--- src/rtl/aewp_pkg.sv ---
// Shared types and constants for the ADC event word parser.
package aewp_pkg;

   // Word type codes, found in bits 10:8 of the high half
   localparam logic [2:0] WT_DATA  = 3'd0;
   localparam logic [2:0] WT_HDR   = 3'd2;
   localparam logic [2:0] WT_TRAIL = 3'd4;

   // Queue depths
   localparam int CMD_DEPTH = 2;
   localparam int RSP_DEPTH = 2;

   // Configuration port
   localparam int          CSR_ADDR_W = 3;
   localparam logic        REG_GEO_EN = 1'b0;   // word index of the geo enable register

   // Front-end word phase
   typedef enum logic [1:0] {
      PH_HEADER  = 2'd0,
      PH_DATA    = 2'd1,
      PH_TRAILER = 2'd2
   } phase_type;

   // Classified word kinds handed from front to back
   typedef enum logic [1:0] {
      OP_HEADER     = 2'd0,
      OP_BAD_HEADER = 2'd1,
      OP_DATA       = 2'd2,
      OP_TRAILER    = 2'd3
   } op_type;

   typedef struct packed {
      op_type      op;
      logic [15:0] low_half;
      logic [15:0] high_half;
   } cmd_type;

   typedef struct packed {
      logic        is_event_end;
      logic [4:0]  geo;
      logic [7:0]  crate;
      logic [4:0]  channel;
      logic [13:0] value;
      logic        word_error;
      logic        geo_ok;
      logic        trailer_ok;
      logic [5:0]  entry_count;
   } rsp_type;

endpackage

--- src/rtl/aewp_queue.sv ---
// Small register-based first-in first-out queue.
module aewp_queue #(
   parameter int Width = 8,
   parameter int Depth = 2
) (
   input  logic             clock,
   input  logic             reset,
   input  logic             push,
   input  logic [Width-1:0] push_data,
   output logic             full,
   input  logic             pop,
   output logic [Width-1:0] pop_data,
   output logic             empty
);

   localparam int PtrW = (Depth > 1) ? $clog2(Depth) : 1;
   localparam int CntW = $clog2(Depth + 1);

   logic [Width-1:0] mem_ff [Depth];
   logic [PtrW-1:0]  wr_ptr_ff, wr_ptr_in;
   logic [PtrW-1:0]  rd_ptr_ff, rd_ptr_in;
   logic [CntW-1:0]  count_ff, count_in;
   logic             do_push, do_pop;

   assign full     = (count_ff == CntW'(Depth));
   assign empty    = (count_ff == '0);
   assign do_push  = push && !full;
   assign do_pop   = pop && !empty;
   assign pop_data = mem_ff[rd_ptr_ff];

   // pointer and fill count update
   always_comb begin
      wr_ptr_in = wr_ptr_ff;
      rd_ptr_in = rd_ptr_ff;
      if (do_push) begin
         wr_ptr_in = (wr_ptr_ff == PtrW'(Depth - 1)) ? '0 : wr_ptr_ff + 1'b1;
      end
      if (do_pop) begin
         rd_ptr_in = (rd_ptr_ff == PtrW'(Depth - 1)) ? '0 : rd_ptr_ff + 1'b1;
      end
      unique case ({do_push, do_pop})
         2'b10:   count_in = count_ff + 1'b1;
         2'b01:   count_in = count_ff - 1'b1;
         default: count_in = count_ff;
      endcase
   end

   always_ff @(posedge clock) begin
      if (reset) begin
         wr_ptr_ff <= '0;
         rd_ptr_ff <= '0;
         count_ff  <= '0;
      end else begin
         wr_ptr_ff <= wr_ptr_in;
         rd_ptr_ff <= rd_ptr_in;
         count_ff  <= count_in;
      end
   end

   // storage, no reset needed
   always_ff @(posedge clock) begin
      if (do_push) begin
         mem_ff[wr_ptr_ff] <= push_data;
      end
   end

endmodule

--- src/rtl/aewp_front.sv ---
// Front end: tracks the word phase and classifies each incoming word.
module aewp_front (
   input  logic              clock,
   input  logic              reset,
   input  logic              req_push,
   input  logic [15:0]       req_low_half,
   input  logic [15:0]       req_high_half,
   output logic              req_full,
   output logic              cmd_push,
   output aewp_pkg::cmd_type cmd,
   input  logic              cmd_full
);
   import aewp_pkg::*;

   phase_type  phase_ff, phase_in;
   logic [5:0] words_left_ff, words_left_in;
   logic       req_accept;
   logic [2:0] word_kind;
   logic [5:0] hdr_count;

   assign req_full   = cmd_full;
   assign req_accept = req_push && !cmd_full;
   assign word_kind  = req_high_half[10:8];
   assign hdr_count  = req_low_half[13:8];

   assign cmd_push       = req_accept;

   always_ff @(posedge clock) begin
      if (reset) begin
         phase_ff      <= PH_HEADER;
         words_left_ff <= '0;
      end else begin
         phase_ff      <= phase_in;
         words_left_ff <= words_left_in;
      end
   end

   // phase sequencing and word classification
   always_comb begin
      phase_in      = phase_ff;
      words_left_in = words_left_ff;
      cmd.low_half  = req_low_half;
      cmd.high_half = req_high_half;
      cmd.op        = OP_HEADER;
      unique case (phase_ff)
         PH_DATA: begin
            cmd.op = OP_DATA;
            if (req_accept) begin
               words_left_in = words_left_ff - 1'b1;
               if (words_left_ff == 6'd1) begin
                  phase_in = PH_TRAILER;
               end
            end
         end
         PH_TRAILER: begin
            cmd.op = OP_TRAILER;
            if (req_accept) begin
               phase_in = PH_HEADER;
            end
         end
         default: begin
            // expect header, also any unused code
            if (word_kind == WT_HDR) begin
               cmd.op = OP_HEADER;
               if (req_accept) begin
                  words_left_in = hdr_count;
                  phase_in      = (hdr_count != '0) ? PH_DATA : PH_TRAILER;
               end
            end else begin
               cmd.op = OP_BAD_HEADER;
               if (req_accept) begin
                  words_left_in = '0;
                  phase_in      = PH_TRAILER;
               end
            end
         end
      endcase
   end

   // data phase always has words outstanding
   a_data_left: assert property (@(posedge clock) disable iff (reset)
      phase_ff == PH_DATA |-> words_left_ff != '0)
      else $error("data phase with no words left");

   // in the header phase, between events, the counter is drained
   a_hdr_drained: assert property (@(posedge clock) disable iff (reset)
      phase_ff == PH_HEADER |-> words_left_ff == '0)
      else $error("header phase with words left");

   // trailer word closes the event
   a_trailer_close: assert property (@(posedge clock) disable iff (reset)
      (req_accept && phase_ff == PH_TRAILER) |=> phase_ff == PH_HEADER)
      else $error("trailer did not return to header phase");

endmodule

--- src/rtl/aewp_back.sv ---
// Back end: holds event context and builds result entries into the result queue.
module aewp_back #(
   parameter int RspDepth = aewp_pkg::RSP_DEPTH
) (
   input  logic              clock,
   input  logic              reset,
   input  logic [31:0]       geo_enable,
   input  aewp_pkg::cmd_type cmd,
   input  logic              cmd_empty,
   output logic              cmd_pop,
   output aewp_pkg::rsp_type rsp,
   output logic              rsp_empty,
   input  logic              rsp_pop
);
   import aewp_pkg::*;

   logic [4:0] geo_ff, geo_in;
   logic [7:0] crate_ff, crate_in;
   logic       geo_ok_ff, geo_ok_in;
   logic [5:0] entries_ff, entries_in;
   logic       go;
   logic       rsp_full;
   logic       rsp_push;
   rsp_type    rsp_in;
   logic [4:0] hdr_geo;

   assign go      = !cmd_empty && !rsp_full;
   assign cmd_pop = go;
   assign hdr_geo = cmd.high_half[15:11];

   // execute one classified word
   always_comb begin
      geo_in     = geo_ff;
      crate_in   = crate_ff;
      geo_ok_in  = geo_ok_ff;
      entries_in = entries_ff;
      rsp_in     = '0;
      rsp_push   = 1'b0;
      if (go) begin
         unique case (cmd.op)
            OP_HEADER: begin
               entries_in = '0;
               geo_in     = hdr_geo;
               crate_in   = cmd.high_half[7:0];
               geo_ok_in  = geo_enable[hdr_geo];
            end
            OP_BAD_HEADER: begin
               geo_in            = '0;
               crate_in          = '0;
               geo_ok_in         = 1'b0;
               entries_in        = 6'd1;
               rsp_in.word_error = 1'b1;
               rsp_push          = 1'b1;
            end
            OP_DATA: begin
               if (geo_ok_ff) begin
                  entries_in    = entries_ff + 1'b1;
                  rsp_push      = 1'b1;
                  rsp_in.geo    = geo_ff;
                  rsp_in.geo_ok = 1'b1;
                  if (cmd.high_half[10:8] == WT_DATA) begin
                     rsp_in.crate   = crate_ff;
                     rsp_in.channel = cmd.high_half[4:0];
                     rsp_in.value   = cmd.low_half[13:0];
                  end else begin
                     crate_in          = '0;
                     rsp_in.word_error = 1'b1;
                  end
               end
            end
            OP_TRAILER: begin
               rsp_push            = 1'b1;
               rsp_in.is_event_end = 1'b1;
               rsp_in.geo          = geo_ff;
               rsp_in.crate        = crate_ff;
               rsp_in.geo_ok       = geo_ok_ff;
               rsp_in.trailer_ok   = (cmd.high_half[10:8] == WT_TRAIL);
               rsp_in.entry_count  = entries_ff;
            end
            default: begin
            end
         endcase
      end
   end

   always_ff @(posedge clock) begin
      if (reset) begin
         geo_ff     <= '0;
         crate_ff   <= '0;
         geo_ok_ff  <= 1'b0;
         entries_ff <= '0;
      end else begin
         geo_ff     <= geo_in;
         crate_ff   <= crate_in;
         geo_ok_ff  <= geo_ok_in;
         entries_ff <= entries_in;
      end
   end

   // result queue toward the consumer
   aewp_queue #(
      .Width ($bits(rsp_type)),
      .Depth (RspDepth)
   ) u_rsp_queue (
      .clock     (clock),
      .reset     (reset),
      .push      (rsp_push),
      .push_data (rsp_in),
      .full      (rsp_full),
      .pop       (rsp_pop),
      .pop_data  (rsp),
      .empty     (rsp_empty)
   );

endmodule

--- src/rtl/adc_event_word_parser.sv ---
// Top level of the ADC event word parser: CSR, front end, command queue, back end.
//
//   Channel   Direction  Handshake              Payload
//   req       in         req_push / req_full    req_low_half, req_high_half
//   rsp       out        rsp_empty / rsp_pop    event entry or event-end summary
//   csr       in/out     APB psel/penable       geo enable mask at byte 0
//
// One word is accepted per cycle while req_full is low; the back end executes it
// from the command queue when the result queue has room, then queues its result.
// Throughput is set by the command and result queues: both sustain one transfer
// per cycle while the consumer pops every cycle.
// Reset is synchronous; it empties both queues and clears the event context.
// A stalled consumer fills the result queue, then the command queue, then
// raises req_full.
module adc_event_word_parser #(
   parameter int CmdDepth = aewp_pkg::CMD_DEPTH,
   parameter int RspDepth = aewp_pkg::RSP_DEPTH
) (
   input  logic                            clock,
   input  logic                            reset,
   // input words
   input  logic                            req_push,
   output logic                            req_full,
   input  logic [15:0]                     req_low_half,
   input  logic [15:0]                     req_high_half,
   // results
   output logic                            rsp_empty,
   input  logic                            rsp_pop,
   output logic                            rsp_is_event_end,
   output logic [4:0]                      rsp_geo,
   output logic [7:0]                      rsp_crate,
   output logic [4:0]                      rsp_channel,
   output logic [13:0]                     rsp_value,
   output logic                            rsp_word_error,
   output logic                            rsp_geo_ok,
   output logic                            rsp_trailer_ok,
   output logic [5:0]                      rsp_entry_count,
   // configuration
   input  logic                            csr_psel,
   input  logic                            csr_penable,
   input  logic                            csr_pwrite,
   input  logic [aewp_pkg::CSR_ADDR_W-1:0] csr_paddr,
   input  logic [31:0]                     csr_pwdata,
   output logic [31:0]                     csr_prdata,
   output logic                            csr_pready
);
   import aewp_pkg::*;

   logic [31:0] geo_en_ff, geo_en_in;
   logic        csr_write;
   logic        cmd_push, cmd_full, cmd_pop, cmd_empty;
   cmd_type     cmd_wr, cmd_rd;
   rsp_type     rsp;

   // configuration register
   assign csr_pready = 1'b1;
   assign csr_write  = csr_psel && csr_penable && csr_pwrite && csr_pready;

   always_comb begin
      geo_en_in = geo_en_ff;
      if (csr_write && csr_paddr[2] == REG_GEO_EN) begin
         geo_en_in = csr_pwdata;
      end
   end

   assign csr_prdata = (csr_paddr[2] == REG_GEO_EN) ? geo_en_ff : '0;

   always_ff @(posedge clock) begin
      if (reset) begin
         geo_en_ff <= '0;
      end else begin
         geo_en_ff <= geo_en_in;
      end
   end

   aewp_front u_front (
      .clock         (clock),
      .reset         (reset),
      .req_push      (req_push),
      .req_low_half  (req_low_half),
      .req_high_half (req_high_half),
      .req_full      (req_full),
      .cmd_push      (cmd_push),
      .cmd           (cmd_wr),
      .cmd_full      (cmd_full)
   );

   // decouples classification from execution
   aewp_queue #(
      .Width ($bits(cmd_type)),
      .Depth (CmdDepth)
   ) u_cmd_queue (
      .clock     (clock),
      .reset     (reset),
      .push      (cmd_push),
      .push_data (cmd_wr),
      .full      (cmd_full),
      .pop       (cmd_pop),
      .pop_data  (cmd_rd),
      .empty     (cmd_empty)
   );

   aewp_back #(
      .RspDepth (RspDepth)
   ) u_back (
      .clock      (clock),
      .reset      (reset),
      .geo_enable (geo_en_ff),
      .cmd        (cmd_rd),
      .cmd_empty  (cmd_empty),
      .cmd_pop    (cmd_pop),
      .rsp        (rsp),
      .rsp_empty  (rsp_empty),
      .rsp_pop    (rsp_pop)
   );

   assign rsp_is_event_end = rsp.is_event_end;
   assign rsp_geo          = rsp.geo;
   assign rsp_crate        = rsp.crate;
   assign rsp_channel      = rsp.channel;
   assign rsp_value        = rsp.value;
   assign rsp_word_error   = rsp.word_error;
   assign rsp_geo_ok       = rsp.geo_ok;
   assign rsp_trailer_ok   = rsp.trailer_ok;
   assign rsp_entry_count  = rsp.entry_count;

endmodule
--- config.mk ---
export PLATFORM = sky130hd
export DESIGN_NAME = adc_event_word_parser
export DESIGN_NICKNAME = d
export VERILOG_FILES = /design/src/rtl/aewp_pkg.sv /design/src/rtl/aewp_queue.sv /design/src/rtl/aewp_front.sv /design/src/rtl/aewp_back.sv /design/src/rtl/adc_event_word_parser.sv
export SDC_FILE = /design/constraint.sdc
export NUM_CORES = 1
export LEC_CHECK = 0
export BUFFER_PORTS_ARGS = -buffer_cell sky130_fd_sc_hd__buf_2
export CAP_MARGIN = 0
export CORE_UTILIZATION = 45
export DETAILED_ROUTE_END_ITERATION = 8
export GPL_ROUTABILITY_DRIVEN = 0
export PLACE_DENSITY = 0.73
export RECOVER_POWER = 25
export SLEW_MARGIN = 5
export SYNTH_ARGS = -nofsm -noshare
export SYNTH_HDL_FRONTEND = slang
export SYNTH_SLANG_ARGS = --single-unit
export TNS_END_PERCENT = 50
--- constraint.sdc ---
create_clock -name clock -period 5.9 [get_ports clock]
set_input_delay 0.59 -clock clock [delete_from_list [all_inputs] [get_ports clock]]
set_output_delay 0.59 -clock clock [all_outputs]
set_load 0.05 [all_outputs]
-- After elaboration in Yosys (flattened, before gate mapping)
Memory sizes are Yosys's and may differ from the RTL's. A register that Yosys moved wholly into a read port is not among the register bits.
Index checks and enable logic that the tools add are counted.
- bits in registers: 68
- RAM bits: 152
- bits of input ports: 74
- output and inout bits: 77
- logic and storage cells: 125
- memories kept: 2
- memories (memory ; depth ; bits a word ; read ports ; clocked after Yosys merged registers in ; write ports ; line ; source):
    u_back.u_rsp_queue.mem_ff ; 2 ; 42 ; 1 ; 1 ; 1 ; aewp_queue.sv:19 ; logic [Width-1:0] mem_ff [Depth];
    u_cmd_queue.mem_ff ; 2 ; 34 ; 1 ; 1 ; 1 ; aewp_queue.sv:19 ;
- $add $sub $neg: 10
- order comparisons: 1
- eq/ne operators: 17
- multiplexer cells: 52
- bitwise logic cells: 2
- reductions and logical operators: 28
- operators by type and width (cell ; number):
    42-bit two-way mux ; 1
    34-bit two-way mux ; 1
    32-bit two-way mux ; 1
    6-bit two-way mux ; 5
    27-bit two-way mux ; 1
    13-bit case mux with 2 select lines ; 1
    8-bit case mux with 3 select lines ; 1
    19-bit two-way mux ; 1
    1-bit two-way mux ; 18
    6-bit case mux with 3 select lines ; 1
    8-bit two-way mux ; 2
    2-bit case mux with 2 select lines ; 4
    2-bit == test (second input constant) ; 7
    2-bit two-way mux ; 7
    6-bit case mux with 2 select lines ; 1
    5-bit case mux with 2 select lines ; 1
    1-bit logical AND ; 9
    2-bit by 1-bit == test with 1-bit output (second input constant) ; 4
    1-bit case mux with 2 select lines ; 4
    7-bit two-way mux ; 1
    6-bit by 1-bit adder with 6-bit output (second input constant) ; 1
    6-bit by 1-bit == test with 1-bit output (second input constant) ; 1
    2-bit zero test ; 3
    5-bit by 6-bit less-than comparator with 1-bit output (second input constant) ; 1
    other kinds (19) ; 33

-- Longest topological paths before layout
- word-level depth: 7
- mapped depth: 11
- gate-level depth less buffers: 10

-- By module
A second synthesis with hierarchy kept.
- cell total of the unflattened synthesis: 756
- area, all modules: 9969.6 µm²
- modules (own cells, without submodules) (module ; instances ; cells an instance ; area an instance (µm²) ; sequential area each (µm²)):
    aewp_queue (u_back.u_rsp_queue) ; 1 ; 157 ; 3243.1 ; 2622.5
    aewp_queue (u_cmd_queue) ; 1 ; 132 ; 2668.8 ; 2142.1
    adc_event_word_parser ; 1 ; 177 ; 1696.6 ; 640.6
    aewp_back ; 1 ; 187 ; 1552.7 ; 400.4
    aewp_front ; 1 ; 103 ; 808.3 ; 160.2

-- Least setup slack after synthesis
Ideal clock, no wire load.
- path kind: reg2reg
- start point: register with a tool-made name
- end point: memory u_back.u_rsp_queue.mem_ff[0][0] (netlist name), enable pin
- setup time: 441 ps
- data arrival time: 3602 ps
- required time: 5459 ps
- slack: 1856 ps
- stages on the path, launching flop included: 9
- clock period less this slack: 4044 ps
- path through: dfxtp_1 buf_6 buf_2 mux2i_1 ha_1 nand2_1 a211oi_1 inv_1 nor2_1
- RTL lines (element ; line):
    to (decl) ; aewp_queue.sv:19

==> results.toml <==
[logic_synthesis]
synth.area.top_cells = "edfxtp_1, dfxtp_1, mux2_2, mux2i_1, nand2_1"
synth_top_cell_by_area = "edfxtp_1"
synth-simple-area-share = 0.131
netlist.area_leader.share = 0.492
yosys-top-cells-count = "edfxtp_1, nand2_1, dfxtp_1, a21oi_1, nor2_1"
synth_edf_count = 148
avgSynthCellArea_um2 = 12.5
synth_xor_area_frac = 0.0107
synth_most_common_cell = "edfxtp_1"
synthCells = 722
yosysSeqAreaShare = 0.647
synth_top_family_by_area = "simple AND/OR/NAND/NOR gates"
synthDistinctLibCells = 50
mappedNetlistNets = 808
synth_seq_cells = 218
synthMuxAreaShare = 0.111
ys_warn_count = 0
syn-cell-area_um2 = 9040
synth_fa_ha_area_frac = 0.0166
ys.flop_type = "edfxtp_1"
synth_async_sr_flop_share = 0
synth_compound_area_frac = 0.0595

[critical_path]
critPathMaxFanout = 38
crit_type = "reg2reg"
critPathArrivalTime_ns = 4.03
cp-start-kind = "flip-flop"
endpoint_kind = "flip-flop"
worst_ep_required_time_ns = 6.07
r2r_setup_slack_ns = 2.04

[finish]
layout.nets = 943
fill_cells = 1661
area_growth_pct = 18.4
drive_gt1_frac = 0.246

[run]
maxCapViolCount = 0

[clocking]
clock_latency_ns = 0.50
cts_resized = 0
htree_levels = 1
clkTransAtPathRegs_ns = 0.06
numCtsBuffers = 22
cts_tree = "built"
clk_path_buf_depth = 3
clock-root-buffer = "clkbuf_16"
cts.sinks = 218
post_cts_buffers = 0
cts_hold_buf = 0

[routing]
ant_nets = 0
drt-wirelength-per-cell_um = 15.8
first_pass_iters = 5
drt-initial-drc-count = 285
route.detailed.drc = 0
via_per_inst = 5.08
wl_um = 18000
vias = 5794

[timing]
max_slew_margin = 0.0567
setup_tns_ns = 0
fin_skew_ns = 0.0130
rsz0062_at_grt = "false"
setup_violations = 0
tightest_slew_ns = 1.41
period_minus_slack_ns = 3.86
slew_viol_final = 0
period_share = 0.654
hold_viol_final = 0
fmax_mhz = 259

[power]
swShare = 0.349
cell_internal_pwr_mw = 3.21
pwr-share-comb = 0.292
p_seq_frac = 0.422
p_leak_nw = 3.89
p_clk_frac = 0.287
power.density_nw_per_um2 = 460
switchingPower_mw = 1.72
power_mw = 4.93
ir_worst_vdd_mv = 0.204

[global_route]
grt_usage = 0.175
grt_pass1_wl_um = 27900
gr-total-overflow = 0
grt_pass1_vias = 5419
grt_max_degree = 68
antenna_found_initial = 1

[die]
dieArea_um2 = 20700
core_area_um2 = 19600
die_y_um = 144
start_util = 0.461
die_w_um = 144
row_count = 51
ios = 151

[worst_hold_path]
hold_class = "in2reg"

[run_status]
outcome = "finished clean"

[placed_design]
portBuffers = 145
dp.final_hpwl_um = 11700
[flip-flops by register name, indices dropped and copies added, names as in the netlist, 2 cells and up, named ones only]
signal and cells:
u_cmd_queue.mem_ff 64, u_back.u_rsp_queue.count_ff 2, u_back.crate_ff 8, u_front.words_left_ff 6
u_back.geo_ff 5, u_cmd_queue.count_ff 2, u_back.entries_ff 6, u_back.u_rsp_queue.mem_ff 84
u_front.phase_ff 2, geo_en_ff 32
[placed cells by master (no fill, tap or decap), types with 4 or more instances in the layout]
cell	count
and3_1	8
o21ai_0	9
and2_1	14
buf_2	118
mux2i_1	39
inv_1	14
nor2_1	55
mux4_2	4
nor2b_1	35
nand2_1	90
clkbuf_1	30
mux2_2	45
nand2b_1	5
nor3_1	8
clkbuf_16	22
nand3_1	5
xnor2_1	6
xor2_1	5
edfxtp_1	148
clkinv_2	5
a21oi_1	58
buf_4	4
dfxtp_1	68
ha_1	12
or3_1	11
[layer usage]
layer  GRT usage  vias to the layer above  routed length, um
met3      0.0310                       27                769
met2       0.298                      131               8840
met4      0.0515                        0                319
met5           0                        -                  0
li1            -                     2852                  -
met1       0.228                     2784               8070
[critical path, cell delays in order, from the launching register on]
cell and delay (ns):
dfxtp_2 1.07, mux2i_1 0.45, ha_1 0.36, nand2_1 0.11
a211oi_1 0.38, inv_1 0.19, nor2_4 0.51, buf_4 0.45
[per-stage QoR]
stage / instance area, um^2 / hold WS, ns / setup WS [ns] / std cells / util
after floorplan: 9040 / 0.427 / 1.86 / 722 / -
after global placement: 9990 / 0.437 / 2.12 / 1098 / 0.510
after detailed placement: 9990 / 0.442 / 2.01 / 1098 / 0.510
after CTS: 10700 / 0.250 / 1.99 / 1138 / 0.548
after global routing: 10700 / 0.247 / 1.65 / 1138 / 0.546
final: 10700 / 0.273 / 2.04 / 1140 / 0.546
[cell families (layout without fill, tap and decap cells)]
| logic type | after synthesis | count (layout) |
|---|---|---|
| multiplexers | 89 | 89 |
| XOR/XNOR | 11 | 11 |
| other | 1 | 3 |
| flip-flops | 218 | 218 |
| buffers and inverters | 52 | 203 |
| AO/OA/AOI/OAI | 92 | 92 |
| adder cells (fa/ha/maj) | 12 | 12 |
| AND/OR/NAND/NOR | 247 | 247 |
[power by group through the flow]
| stage | Combinational (mW) | Sequential (mW) | Clock, mW |
|---|---|---|---|
| after floorplan | 1.20 | 2.00 | 0 |
| after global placement | 1.42 | 2.10 | 0 |
| after detailed placement | 1.44 | 2.11 | 0 |
| after CTS | 1.45 | 2.08 | 1.45 |
| after global routing | 1.55 | 2.11 | 1.52 |
| final | 1.44 | 2.08 | 1.41 |
[path summary, 6_finish.rpt]
path | depth (start not counted) | end | startpoint
max | 7 | u_back.u_rsp_queue.mem_ff[0][20]$_DFFE_PP_ | flip-flop
min | 1 | u_cmd_queue.mem_ff[1][4]$_DFFE_PP_ | req_high_half[4]
max reg2reg | 7 | u_back.u_rsp_queue.mem_ff[0][20]$_DFFE_PP_ | flip-flop
min reg2reg | 2 | u_back.crate_ff[7]$_SDFFE_PP0P_ | u_back.crate_ff[7]$_SDFFE_PP0P_
[final cells by class]
cell class | count | area (um^2) | share of cell area
well taps | 265 | 332 | 0.0310
clock inverters | 12 | 151 | 0.0141
clock buffers | 28 | 593 | 0.0554
inverters | 14 | 52.6 | 0.00491
flip-flops and latches | 218 | 5850 | 0.546
multi-input cells | 452 | 3000 | 0.280
repair buffers | 149 | 722 | 0.0675
diodes | 2 | 5.00 | 0.000468
Note: power is estimated with default switching activity, not from simulation.
